File: config.mk
export PLATFORM = sky130hd
export DESIGN_NAME = servo_bus_packet_framer
export DESIGN_NICKNAME = d
export VERILOG_FILES = /design/src/hw/rtl/sbpf_pkg.sv /design/src/hw/rtl/sbpf_seq.sv /design/src/hw/rtl/sbpf_out.sv /design/src/hw/rtl/servo_bus_packet_framer.sv
export VERILOG_INCLUDE_DIRS = /design/src /design/src/hw/rtl
export SDC_FILE = /design/constraint.sdc
export NUM_CORES = 1
export LEC_CHECK = 0
export BUFFER_PORTS_ARGS = -buffer_cell sky130_fd_sc_hd__buf_2
export CAP_MARGIN = 30
export CORE_MARGIN = 10
export CORE_UTILIZATION = 55
export DETAILED_ROUTE_END_ITERATION = 10
export PLACE_DENSITY = 0.76
export SYNTH_ARGS = -nofsm -noshare
export SYNTH_HDL_FRONTEND = slang
export SYNTH_SLANG_ARGS = --single-unit
File: constraint.sdc
create_clock -name clk_i -period 5.7 [get_ports clk_i]
set_clock_uncertainty 0.2 [all_clocks]
set_input_delay 0.285 -clock clk_i [delete_from_list [all_inputs] [get_ports clk_i]]
set_output_delay 0.285 -clock clk_i [all_outputs]
set_load 0.01 [all_outputs]
File: src/hw/rtl/servo_bus_packet_framer_macros.svh
// ----------------------------------------------------------------------------
// servo_bus_packet_framer_macros
// assertion macros for the framer rtl
// ----------------------------------------------------------------------------
`ifndef SERVO_BUS_PACKET_FRAMER_MACROS_SVH
`define SERVO_BUS_PACKET_FRAMER_MACROS_SVH

`ifndef SYNTHESIS
// property must hold at every clock edge out of reset
`define SBPF_ASSERT(lbl, prop, msg) \
  lbl: assert property (@(posedge clk_i) disable iff (!rst_ni) prop) else $error(msg);
// condition must never be seen out of reset
`define SBPF_ASSERT_NEVER(lbl, cond, msg) \
  lbl: assert property (@(posedge clk_i) disable iff (!rst_ni) !(cond)) else $error(msg);
`else
`define SBPF_ASSERT(lbl, prop, msg)
`define SBPF_ASSERT_NEVER(lbl, cond, msg)
`endif

`endif

File: src/hw/rtl/sbpf_pkg.sv
// ----------------------------------------------------------------------------
// sbpf_pkg
// types, framing constants and crc step for the servo bus packet framer
// ----------------------------------------------------------------------------
package sbpf_pkg;

  // input item kinds
  typedef enum logic {
    CMD_START = 1'b0,
    CMD_PARAM = 1'b1
  } cmd_e;

  // framing bytes
  localparam logic [7:0]  SYNC_BYTE    = 8'hFF;
  localparam logic [7:0]  V2_HDR_BYTE  = 8'hFD;
  localparam logic [7:0]  V2_RSV_BYTE  = 8'h00;
  localparam logic [7:0]  REFUSE_BYTE  = 8'h00;
  localparam logic [15:0] CRC_POLY     = 16'h8005;

  // count limits and length offsets
  localparam logic [15:0] V1_MAX_COUNT = 16'd253;
  localparam logic [15:0] V2_MAX_COUNT = 16'd65532;
  localparam logic [15:0] V2_LEN_ADD   = 16'd3;
  localparam logic [7:0]  V1_LEN_ADD   = 8'd2;

  // byte counts per packet part
  localparam int unsigned STEP_W = 4;
  localparam logic [STEP_W-1:0] V2_HDR_LEN = 4'd8;
  localparam logic [STEP_W-1:0] V1_HDR_LEN = 4'd5;
  localparam logic [STEP_W-1:0] V2_CHK_LEN = 4'd2;
  localparam logic [STEP_W-1:0] V1_CHK_LEN = 4'd1;
  localparam logic [STEP_W-1:0] ONE_STEP   = 4'd1;
  localparam logic [STEP_W-1:0] NO_STEP    = 4'd0;
  // v1 header bytes before this step are sync bytes, not summed
  localparam logic [STEP_W-1:0] V1_SUM_FIRST = 4'd2;

  // one input item
  typedef struct packed {
    cmd_e        cmd;
    logic [7:0]  device_id;
    logic [7:0]  instruction;
    logic [15:0] param_count;
    logic [7:0]  param_byte;
  } item_t;

  // one result item
  typedef struct packed {
    logic [7:0] out_byte;
    logic       out_last;
    logic       refused;
  } result_t;

  // sequencer status seen by the top level
  typedef struct packed {
    logic        item_valid;
    logic        packet_open;
    logic [15:0] bytes_remaining;
  } status_t;

  // crc-16 0x8005, msb first, one byte
  function automatic logic [15:0] crc_feed(input logic [15:0] crc, input logic [7:0] b);
    logic [15:0] c;
    c = crc ^ {b, 8'h00};
    for (int k = 0; k < 8; k++) begin
      if (c[15]) begin
        c = {c[14:0], 1'b0} ^ CRC_POLY;
      end else begin
        c = {c[14:0], 1'b0};
      end
    end
    return c;
  endfunction

endpackage

File: src/hw/rtl/sbpf_seq.sv
// ----------------------------------------------------------------------------
// sbpf_seq
// item register and byte sequencer: while the output stage is ready, emits one packet byte per cycle
// ----------------------------------------------------------------------------
module sbpf_seq (
  input  logic              clk_i,
  input  logic              rst_ni,
  input  logic              protocol_version_i,
  input  logic              in_valid_i,
  output logic              in_ready_o,
  input  sbpf_pkg::item_t   item_i,
  input  logic              res_ready_i,
  output logic              res_valid_o,
  output sbpf_pkg::result_t res_o,
  output sbpf_pkg::status_t status_o
);

  localparam int unsigned SW = sbpf_pkg::STEP_W;

  // item register
  logic            item_valid_q;
  sbpf_pkg::item_t item_q;
  logic [SW-1:0]   step_q, step_d;

  // packet state
  logic        open_q, open_d;
  logic        mode_q, mode_d;
  logic [15:0] remaining_q, remaining_d;
  logic [15:0] crc_q, crc_d;
  logic [7:0]  sum_q, sum_d;

  // per-item decode
  logic          is_start, imode, refuse, drop, has_chk, in_hdr, fire, done;
  logic [SW-1:0] hdr_len, chk_len, total, chk_idx;
  logic [15:0]   len_v2, crc_base;
  logic [7:0]    len_v1, sum_base, cur_byte, hdr_byte, chk_byte;

  // decode the held item against the packet state
  always_comb begin
    is_start = (item_q.cmd == sbpf_pkg::CMD_START);
    imode    = is_start ? protocol_version_i : mode_q;
    refuse   = is_start && (protocol_version_i ? (item_q.param_count > sbpf_pkg::V2_MAX_COUNT)
                                               : (item_q.param_count > sbpf_pkg::V1_MAX_COUNT));
    drop     = !is_start && !open_q;
    if (refuse || !is_start) begin
      hdr_len = sbpf_pkg::ONE_STEP;
    end else begin
      hdr_len = protocol_version_i ? sbpf_pkg::V2_HDR_LEN : sbpf_pkg::V1_HDR_LEN;
    end
    has_chk  = !refuse && (is_start ? (item_q.param_count == 16'd0) : (remaining_q == 16'd1));
    if (has_chk) begin
      chk_len = imode ? sbpf_pkg::V2_CHK_LEN : sbpf_pkg::V1_CHK_LEN;
    end else begin
      chk_len = sbpf_pkg::NO_STEP;
    end
    total    = drop ? sbpf_pkg::NO_STEP : hdr_len + chk_len;
    in_hdr   = (step_q < hdr_len);
    chk_idx  = step_q - hdr_len;
    len_v2   = item_q.param_count + sbpf_pkg::V2_LEN_ADD;
    len_v1   = item_q.param_count[7:0] + sbpf_pkg::V1_LEN_ADD;
  end

  // header or parameter byte
  always_comb begin
    hdr_byte = item_q.param_byte;
    if (refuse) begin
      hdr_byte = sbpf_pkg::REFUSE_BYTE;
    end else if (is_start && protocol_version_i) begin
      case (step_q)
        4'd0, 4'd1: hdr_byte = sbpf_pkg::SYNC_BYTE;
        4'd2:       hdr_byte = sbpf_pkg::V2_HDR_BYTE;
        4'd3:       hdr_byte = sbpf_pkg::V2_RSV_BYTE;
        4'd4:       hdr_byte = item_q.device_id;
        4'd5:       hdr_byte = len_v2[7:0];
        4'd6:       hdr_byte = len_v2[15:8];
        default:    hdr_byte = item_q.instruction;
      endcase
    end else if (is_start) begin
      case (step_q)
        4'd0, 4'd1: hdr_byte = sbpf_pkg::SYNC_BYTE;
        4'd2:       hdr_byte = item_q.device_id;
        4'd3:       hdr_byte = len_v1;
        default:    hdr_byte = item_q.instruction;
      endcase
    end
  end

  // check bytes
  always_comb begin
    if (imode) begin
      chk_byte = chk_idx[0] ? crc_q[15:8] : crc_q[7:0];
    end else begin
      chk_byte = ~sum_q;
    end
    cur_byte = in_hdr ? hdr_byte : chk_byte;
  end

  // handshake toward the output stage and the input side
  always_comb begin
    fire        = item_valid_q && !drop && res_ready_i;
    done        = item_valid_q && (drop || (fire && (step_q == total - sbpf_pkg::ONE_STEP)));
    in_ready_o  = !item_valid_q || done;
    res_valid_o = fire;
    res_o.out_byte = cur_byte;
    res_o.out_last = refuse || (!in_hdr && (chk_idx == chk_len - sbpf_pkg::ONE_STEP));
    res_o.refused  = refuse;
  end

  // fold emitted header and parameter bytes into crc and sum, update packet state at item end
  always_comb begin
    crc_base    = (is_start && (step_q == sbpf_pkg::NO_STEP)) ? 16'd0 : crc_q;
    sum_base    = (is_start && (step_q == sbpf_pkg::NO_STEP)) ? 8'd0 : sum_q;
    crc_d       = crc_q;
    sum_d       = sum_q;
    open_d      = open_q;
    mode_d      = mode_q;
    remaining_d = remaining_q;
    step_d      = step_q;
    if (fire && !refuse && in_hdr) begin
      crc_d = imode ? sbpf_pkg::crc_feed(crc_base, cur_byte) : crc_base;
      if (!imode && (!is_start || (step_q >= sbpf_pkg::V1_SUM_FIRST))) begin
        sum_d = sum_base + cur_byte;
      end else begin
        sum_d = sum_base;
      end
    end
    if (done) begin
      step_d = sbpf_pkg::NO_STEP;
      if (is_start) begin
        open_d      = !refuse && (item_q.param_count != 16'd0);
        remaining_d = refuse ? 16'd0 : item_q.param_count;
        if (!refuse) begin
          mode_d = protocol_version_i;
        end
      end else if (open_q) begin
        remaining_d = remaining_q - 16'd1;
        open_d      = (remaining_q != 16'd1);
      end
    end else if (fire) begin
      step_d = step_q + sbpf_pkg::ONE_STEP;
    end
  end

  // control registers
  always_ff @(posedge clk_i or negedge rst_ni) begin
    if (!rst_ni) begin
      item_valid_q <= 1'b0;
      step_q       <= '0;
      open_q       <= 1'b0;
      mode_q       <= 1'b0;
      remaining_q  <= '0;
      crc_q        <= '0;
      sum_q        <= '0;
    end else begin
      if (in_ready_o) begin
        item_valid_q <= in_valid_i;
      end
      step_q      <= step_d;
      open_q      <= open_d;
      mode_q      <= mode_d;
      remaining_q <= remaining_d;
      crc_q       <= crc_d;
      sum_q       <= sum_d;
    end
  end

  // item payload
  always_ff @(posedge clk_i) begin
    if (in_ready_o && in_valid_i) begin
      item_q <= item_i;
    end
  end

  assign status_o.item_valid      = item_valid_q;
  assign status_o.packet_open     = open_q;
  assign status_o.bytes_remaining = remaining_q;

endmodule

File: src/hw/rtl/sbpf_out.sv
// ----------------------------------------------------------------------------
// sbpf_out
// output register holding one result item toward the stream sink
// ----------------------------------------------------------------------------
module sbpf_out (
  input  logic              clk_i,
  input  logic              rst_ni,
  input  logic              in_valid_i,
  output logic              in_ready_o,
  input  sbpf_pkg::result_t res_i,
  output logic              out_valid_o,
  input  logic              out_ready_i,
  output sbpf_pkg::result_t res_o
);

  logic              valid_q;
  sbpf_pkg::result_t res_q;

  // slot is free when empty or being drained
  assign in_ready_o = !valid_q || out_ready_i;

  always_ff @(posedge clk_i or negedge rst_ni) begin
    if (!rst_ni) begin
      valid_q <= 1'b0;
    end else if (in_ready_o) begin
      valid_q <= in_valid_i;
    end
  end

  always_ff @(posedge clk_i) begin
    if (in_ready_o && in_valid_i) begin
      res_q <= res_i;
    end
  end

  assign out_valid_o = valid_q;
  assign res_o       = res_q;

endmodule

File: src/hw/rtl/servo_bus_packet_framer.sv
// ----------------------------------------------------------------------------
// servo_bus_packet_framer
// frames servo bus instruction packets, one wire byte per output item
// ----------------------------------------------------------------------------
// Usage:
//   s_axis carries commands: tuser 0 starts a packet (id, instruction, count
//   in tdata), tuser 1 carries one parameter byte. m_axis carries the packet
//   bytes, tlast on the final check byte or on a refusal, tuser flags refusal.
//   cfg_we_i/cfg_wdata_i select framing: 1 crc-16 with length word, 0 checksum.
// Path: an accepted item is held in the item register; its bytes then pass the output register to m_axis.
// Throughput: one output byte per cycle while m_axis_tready is high, set by the single byte sequencer.
//   A start item gives 8 bytes (crc) or 5 (checksum), plus 2 or 1 check bytes
//   when the count is zero; a parameter item gives 1 byte, plus the check bytes
//   after the last one; a refusal gives 1 byte; a parameter outside a packet
//   is dropped with no output.
// Reset: no packet open, crc framing selected, both stages empty.
// Stall: when m_axis_tready is low the output register holds its byte, the
//   sequencer waits and s_axis_tready falls once the item register is busy.
// ----------------------------------------------------------------------------
`include "servo_bus_packet_framer_macros.svh"

module servo_bus_packet_framer (
  input  logic        clk_i,
  input  logic        rst_ni,
  // configuration
  input  logic        cfg_we_i,
  input  logic        cfg_wdata_i,    // protocol_version
  // command stream
  input  logic        s_axis_tvalid,
  output logic        s_axis_tready,
  input  logic [39:0] s_axis_tdata,   // device_id, instruction, param_count, param_byte
  input  logic        s_axis_tuser,   // cmd
  // byte stream
  output logic        m_axis_tvalid,
  input  logic        m_axis_tready,
  output logic [7:0]  m_axis_tdata,   // out_byte
  output logic        m_axis_tlast,
  output logic        m_axis_tuser    // refused
);

  logic              protocol_version_q;
  sbpf_pkg::item_t   item;
  sbpf_pkg::result_t seq_res, out_res;
  sbpf_pkg::status_t status;
  logic              seq_valid, out_ready;

  // configuration register
  always_ff @(posedge clk_i or negedge rst_ni) begin
    if (!rst_ni) begin
      protocol_version_q <= 1'b1;
    end else if (cfg_we_i) begin
      protocol_version_q <= cfg_wdata_i;
    end
  end

  // unpack the command item
  assign item.cmd         = sbpf_pkg::cmd_e'(s_axis_tuser);
  assign item.device_id   = s_axis_tdata[7:0];
  assign item.instruction = s_axis_tdata[15:8];
  assign item.param_count = s_axis_tdata[31:16];
  assign item.param_byte  = s_axis_tdata[39:32];

  sbpf_seq u_seq (
    .clk_i              (clk_i),
    .rst_ni             (rst_ni),
    .protocol_version_i (protocol_version_q),
    .in_valid_i         (s_axis_tvalid),
    .in_ready_o         (s_axis_tready),
    .item_i             (item),
    .res_ready_i        (out_ready),
    .res_valid_o        (seq_valid),
    .res_o              (seq_res),
    .status_o           (status)
  );

  sbpf_out u_out (
    .clk_i       (clk_i),
    .rst_ni      (rst_ni),
    .in_valid_i  (seq_valid),
    .in_ready_o  (out_ready),
    .res_i       (seq_res),
    .out_valid_o (m_axis_tvalid),
    .out_ready_i (m_axis_tready),
    .res_o       (out_res)
  );

  assign m_axis_tdata = out_res.out_byte;
  assign m_axis_tlast = out_res.out_last;
  assign m_axis_tuser = out_res.refused;

  // checks
  `SBPF_ASSERT(a_refuse_shape, m_axis_tvalid && m_axis_tuser |-> m_axis_tlast && (m_axis_tdata == 8'h00), "refusal must be a single zero byte with tlast")
  `SBPF_ASSERT(a_idle_ready, !status.item_valid |-> s_axis_tready, "input must be ready while no item is held")
  `SBPF_ASSERT_NEVER(a_closed_count, !status.packet_open && (status.bytes_remaining != 16'd0), "closed packet with parameter bytes pending")

endmodule

### After elaboration in Yosys (flattened, before gate mapping)

Cells that the tools add are included.

| cells by class | value |
|---|---|
| $add $sub $neg | 9 |
| magnitude comparators | 4 |
| equal/unequal tests | 11 |
| muxes and demuxes | 42 |
| bitwise operators | 12 |
| reductions and logical operators | 36 |

Operators by type and width:

| cell | number |
|---|---|
| 16-bit two-way mux | 20 |
| 8-bit two-way mux | 8 |
| 8-bit one-hot mux with 6 select lines | 1 |
| 3-bit inverter | 8 |
| 8-bit one-hot mux with 3 select lines | 1 |
| 4-bit two-way mux | 5 |
| 16-bit by 2-bit adder with 16-bit output (second input constant) | 1 |
| 16-bit by 1-bit equality test with 1-bit output (second input constant) | 1 |
| 16-bit greater-than comparator (second input constant) | 1 |
| 16-bit by 8-bit greater-than comparator with 1-bit output (second input constant) | 1 |
| 1-bit logical AND | 16 |
| 16-bit zero test | 1 |
| 16-bit by 1-bit inequality test with 1-bit output (second input constant) | 1 |
| 16-bit nonzero test | 1 |
| 16-bit by 1-bit subtractor with 16-bit output (second input constant) | 1 |
| 16-bit bitwise XOR | 1 |
| 4-bit by 3-bit equality test with 1-bit output (second input constant) | 3 |
| 8-bit by 2-bit adder with 8-bit output (second input constant) | 1 |
| 8-bit adder | 1 |
| 4-bit by 2-bit equality test with 1-bit output (second input constant) | 2 |
| 4-bit equality test | 2 |
| 8-bit inverter | 1 |
| 4-bit by 1-bit subtractor with 4-bit output (second input constant) | 2 |
| 1-bit zero test | 7 |
| other kinds (16) | 27 |

| storage, ports and cells | value |
|---|---|
| register bits | 100 |
| bits of input ports | 47 |
| output and inout port bits | 12 |
| word-level logic and storage cells | 131 |

### Logic depth before layout (Yosys ltp)

| depth | value |
|---|---|
| depth after elaboration | 34 |
| gate-level depth with buffers | 28 |
| gate-level depth less buffers | 25 |

### Hierarchy

A second synthesis with hierarchy kept.

| second synthesis, totals | value |
|---|---|
| cell total of the unflattened synthesis | 662 |
| area, all modules | 6607.6 sq um |

By module, submodules not included:

| module | instances | cells each | area an instance (sq um) | seq. area each (sq um) |
|---|---|---|---|---|
| sbpf_seq | 1 | 646 | 6212.2 | 2407.3 |
| sbpf_out | 1 | 14 | 354.1 | 325.3 |
| servo_bus_packet_framer | 1 | 2 | 41.3 | 26.3 |

### Worst setup path after synthesis

No wires, ideal clock.

| path | value |
|---|---|
| path type | register to register |
| from | register u_seq.remaining_q[10] |
| to | register u_seq.item_q[0] (netlist bit), enable pin |
| setup time | 0.444 ns |
| arrival | 5.346 ns |
| data required time | 5.056 ns |
| setup slack | -0.290 ns |
| stages on the path, launching flop included | 21 |
| path buffers | 1 |
| period minus slack after synthesis | 5.990 ns |
| cell sequence | dfrtp_1 or4_1 nor2_1 and2_1 nand2_1 o21ai_0 and2_1 ha_1 inv_1 a31o_2 and2_1 o21ai_0 nand2_1 ha_1 xor2_1 and3_1 o2111ai_1 a21oi_2 buf_2 nor2_1 nor2b_1 |

| on the way | value |
|---|---|
| longest elaborated chain between the ends | 13 |

RTL lines:

| item | line | text |
|---|---|---|
| from (decl) | sbpf_seq.sv:28 | `logic [15:0] remaining_q, remaining_d;` |
| from (signal assigned) | sbpf_seq.sv:161 | `remaining_q <= remaining_d;` |
| 16-bit by 1-bit equality test with 1-bit output | sbpf_seq.sv:50 | `has_chk = !refuse && (is_start ? (item_q.param_count == 16'd0) : (remaining_q == 16'd1));` |
| 1-bit two-way mux | sbpf_seq.sv:50 |  |
| 1-bit logical AND | sbpf_seq.sv:50 |  |
| 2-bit two-way mux | sbpf_seq.sv:51 | `if (has_chk) begin` |
| 4-bit adder | sbpf_seq.sv:56 | `total = drop ? sbpf_pkg::NO_STEP : hdr_len + chk_len;` |
| 4-bit two-way mux | sbpf_seq.sv:56 |  |
| 4-bit by 1-bit subtractor with 4-bit output | sbpf_seq.sv:101 | `done = item_valid_q && (drop \|\| (fire && (step_q == total - sbpf_pkg::ONE_STEP)));` |
| 4-bit equality test | sbpf_seq.sv:101 |  |
| 1-bit logical AND | sbpf_seq.sv:101 |  |
| 1-bit logical OR | sbpf_seq.sv:101 |  |
| 1-bit logical AND | sbpf_seq.sv:101 |  |
| 1-bit logical OR | sbpf_seq.sv:102 | `in_ready_o = !item_valid_q \|\| done;` |
| 1-bit logical AND | sbpf_seq.sv:169 | `if (in_ready_o && in_valid_i) begin` |
| to (signal assigned) | sbpf_seq.sv:170 | `item_q <= item_i;` |
| to (decl) | sbpf_seq.sv:22 | `sbpf_pkg::item_t item_q;` |

Every way passes these cells.
A chain may end at the register's enable or synchronous reset.

==> key figures <==
Outcome
  – Status: finished, final reports clean

Placement
  – Port bufs: 58
  – Post-placement setup slack: around 0.25 ns
  – Placement Cell Area: 6910 um2
  – Hpwl dp: approximately 13,000 um
  – Gp weighted congestion: between 0.9 and 1
  – Inst Count DP: between 800 and 900

Drt
  – Via count: between 5,000 and 6,000
  – Final wirelength: roughly 18,000 um
  – WL/cell: between 15 and 20 um
  – DR pass1 iterations: 6
  – Antenna Nets Post-Route: 0
  – Iter 0 DRT Violations: 614
  – DR vias/cell: 6.18
  – Residual DRC count: 0

Yosys
  – Most used DFF post-synth: edfxtp_1
  – Yosys warning count: 0
  – Area leader, netlist: edfxtp_1
  – Number of flops mapped to enable cells by yosys: slightly above 50
  – Ys async rst share: about half
  – Syn_nets: 741
  – Seq cells post-synth: 100
  – Sequential-to-total area share from yosys stat: 42.5%
  – Top cell type's share of synthesized area: a little under a quarter
  – Gate Count Post-Synth: 668
  – Synth top area cells: edfxtp_1 (24%), dfrtp_1 (18%), ha_1 (4.8%)
  – Synth cell types: 79
  – Netlist Area Pre-Place: 6490 um2
  – Syn avg cell area: 9.72 um2

Hold path
  – WHS Path Cells: 2
  – Hold path startpoint: u_out.out_valid_o
  – Worst min path class: flop to flop
  – Hold Path Sink: u_out.out_valid_o

Die
  – Die span in x: about 130 um
  – Starting Density: approximately 57%
  – Cell Rows: 39
  – Top Ports: 59
  – Core Footprint: about 11,000 um2
  – Die extent in y: 129 um
  – DIE AREA: approximately 17,000 um2

Finish
  – Core Util, Final: ~68%
  – Share of cells above drive strength 1: around 17%
  – Commonest cells after routing, fill and taps aside: nand2_1 (73), buf_2 (58), nor2_1 (51), edfxtp_1 (51), dfrtp_1 (48)
  – Area growth syn-to-layout: 19.9%
  – Most common cell after layout, fill and taps aside: nand2_1
  – Post-Layout Cell Count: between 900 and 1,000
  – Final #Nets: ~850
  – Final Cell Area: around 7800 um2
  – ANT cells: 0

Timing
  – Max_slew headroom: between 30% and 40%
  – RSZ-0062 raised after global routing: false
  – FMAX: roughly 190 MHz
  – Final period utilization: between 90 and 100%
  – TNS Setup: 0 ns
  – Setup violators final: 0
  – Final hold violation count: 0
  – Minimum clock period: 5.31 ns
  – PnR worst setup slack: between 0.3 and 0.4 ns
  – Worst Max-Slew Pin Slew: 0.950 ns
  – Slew Viols, Final: 0

Worst setup path
  – WP data arrival: ~5.4 ns
  – Worst Path Required: approximately 5.7 ns
  – Slowest cell on crit path: or4_4
  – CP max stage delay: roughly 0.58 ns
  – Crit Path Max Fanout: 11
  – CP most frequent cell: a21oi_1
  – Reg2Reg Setup Slack: between 0.3 and 0.4 ns
  – R2r startpoint: u_seq.item_q[14]
  – FF-to-FF End: u_seq.sum_q[7]
  – Critical Path Start Type: flop
  – Critical Path End Type: flop
  – Crit path cell chain: nand4_4, or4_4, o211ai_1, ha_1, ha_1, nor2b_1, o21ai_1, nor2b_2, o311a_1, buf_4, a32o_2, ha_1, a21o_1, a21oi_1, o21bai_1, a21oi_1, o21bai_1, a21oi_1, xnor2_1, nand2_1, mux2i_1, a21oi_1
  – Crit Path Category: flop to flop
  – R2R depth: 22

Clock tree
  – Clock Pin Slew Worst Setup and Hold Paths: 0.07 ns
  – Sink Count: 100
  – Clock latency on the worst-skew pair: about 0.36 ns
  – CTS tree: done
  – Maximum root-to-sink buffer count: 2
  – H-tree depth: 3
  – CTS root buf: clkbuf_16
  – CTS Buf Count: 9

Pwr
  – Max VDD drop: approximately 430 uV
  – Total power divided by cell area: a little under 500 nW/um2
  – LEAKAGE: 3.19 nW

Global route
  – First-pass GRT wire length: ~30,000 um
  – Initial antenna violation count: 0
  – GRT Util Overall: between 20% and 30%
  – Grt ovf: 0
  – Largest net degree at the start of global routing: 50
  – Vias in the first global route: ~5,700

Job
  – MaxCap Viol Count: 0
worst max-delay path, delay by kind of cell, from the launching register on:
family,cells,cell delay (ns)
AOI/OAI and AO/OA,11,2.07
muxes,1,0.20
buffers and inverters,1,0.17
and+or+nand+nor,5,1.15
DFF,1,0.50
adders and majority gates,3,0.74
xor gates and xnor gates,1,0.16
report_power, final:
group	switching, mW	leakage, nW	internal [mW]
Clock	0.285	0.156	0.388
Sequential	0.161	1.12	0.946
Combinational	1.05	1.92	0.963
Total	1.50	3.19	2.30
sequential cells by signal, summed over array words and instances (netlist names), 4 cells and up:
| name | count |
|---|---|
| u_seq.step_q | 4 |
| u_out.res_o | 10 |
| u_seq.crc_q | 16 |
| u_seq.item_q | 41 |
| u_seq.sum_q | 8 |
| u_seq.remaining_q | 16 |
worst max path at each step:
stage	slack, ns	to	startpoint
6_report	0.39	u_seq.sum_q[7]	u_seq.item_q[14]
5_1_grt	0.02	u_seq.sum_q[7]	u_seq.item_q[12]
4_1_cts	0.19	u_seq.sum_q[7]	u_seq.item_q[12]
3_5_place_dp	0.25	u_seq.sum_q[7]	u_seq.item_q[12]
3_3_place_gp	0.49	u_seq.sum_q[7]	u_seq.item_q[12]
2_1_floorplan	0.35	u_seq.sum_q[7]	u_seq.item_q[9]
cells in the mapped netlist (4+ instances only):
cell type  instances
edfxtp_1          51
nand4_1            5
a22o_1            11
xnor2_1           32
nor3b_1            8
and2_1            16
clkbuf_1          18
nand3_1           23
nand2_1           73
nor4_1             8
nor2_1            51
mux2i_1            9
nor2b_1           12
inv_1             25
a21oi_1           37
o21a_1             4
dfrtp_1           48
buf_2              6
ha_1              25
nand2b_1           6
mux2_2             4
o21ai_0           41
a211oi_1           9
a221o_1            4
o211ai_1           5
xor2_1            19
nor3_1            15
a221oi_1          14
or3_1              4
per-stage QoR:
| stage | hold WS (ns) | power (mW) |
|---|---|---|
| 2_1_floorplan | -0.211 | 2.61 |
| 3_3_place_gp | 0.243 | 2.97 |
| 3_5_place_dp | 0.244 | 3.04 |
| 4_1_cts | 0.311 | 3.76 |
| 5_1_grt | 0.354 | 4.03 |
| 6_report | 0.302 | 3.80 |
kinds of logic (layout without fill, tap and decap cells):
logic type | after synthesis | in the layout | synth area share [%]
fa+ha+maj | 26 | 26 | 5.12
flops | 100 | 100 | 42.5
mux | 13 | 13 | 2.08
xor+xnor | 59 | 59 | 9.57
buf+inv | 59 | 171 | 3.93
compound gates | 169 | 169 | 18.0
simple gates | 242 | 242 | 18.8
layer usage:
metal / GRT usage, % / vias to the layer above / wire length [um]
met5: 0 / - / 0
met4: 9.10 / 0 / 533
met3: 6.12 / 34 / 1650
met2: 34.0 / 260 / 8360
met1: 30.0 / 2745 / 7820
li1: - / 2664 / -
repair_timing:
action	in CTS	in global routing
setup endpoints to repair	0	2
hold endpoints to repair	92	0
hold buffers	46	0
buffers inserted	0	12
gates resized for setup	0	3
cell type report:
class | count | area, um2
fill | 871 | 3680
multi-input combinational | 509 | 3500
sequential | 100 | 2760
timing repair buffer | 128 | 931
clock buffer | 9 | 225
tap | 143 | 179
inverter | 27 | 101
clock inverter | 7 | 98.8
(Power assumes the default switching activity.)
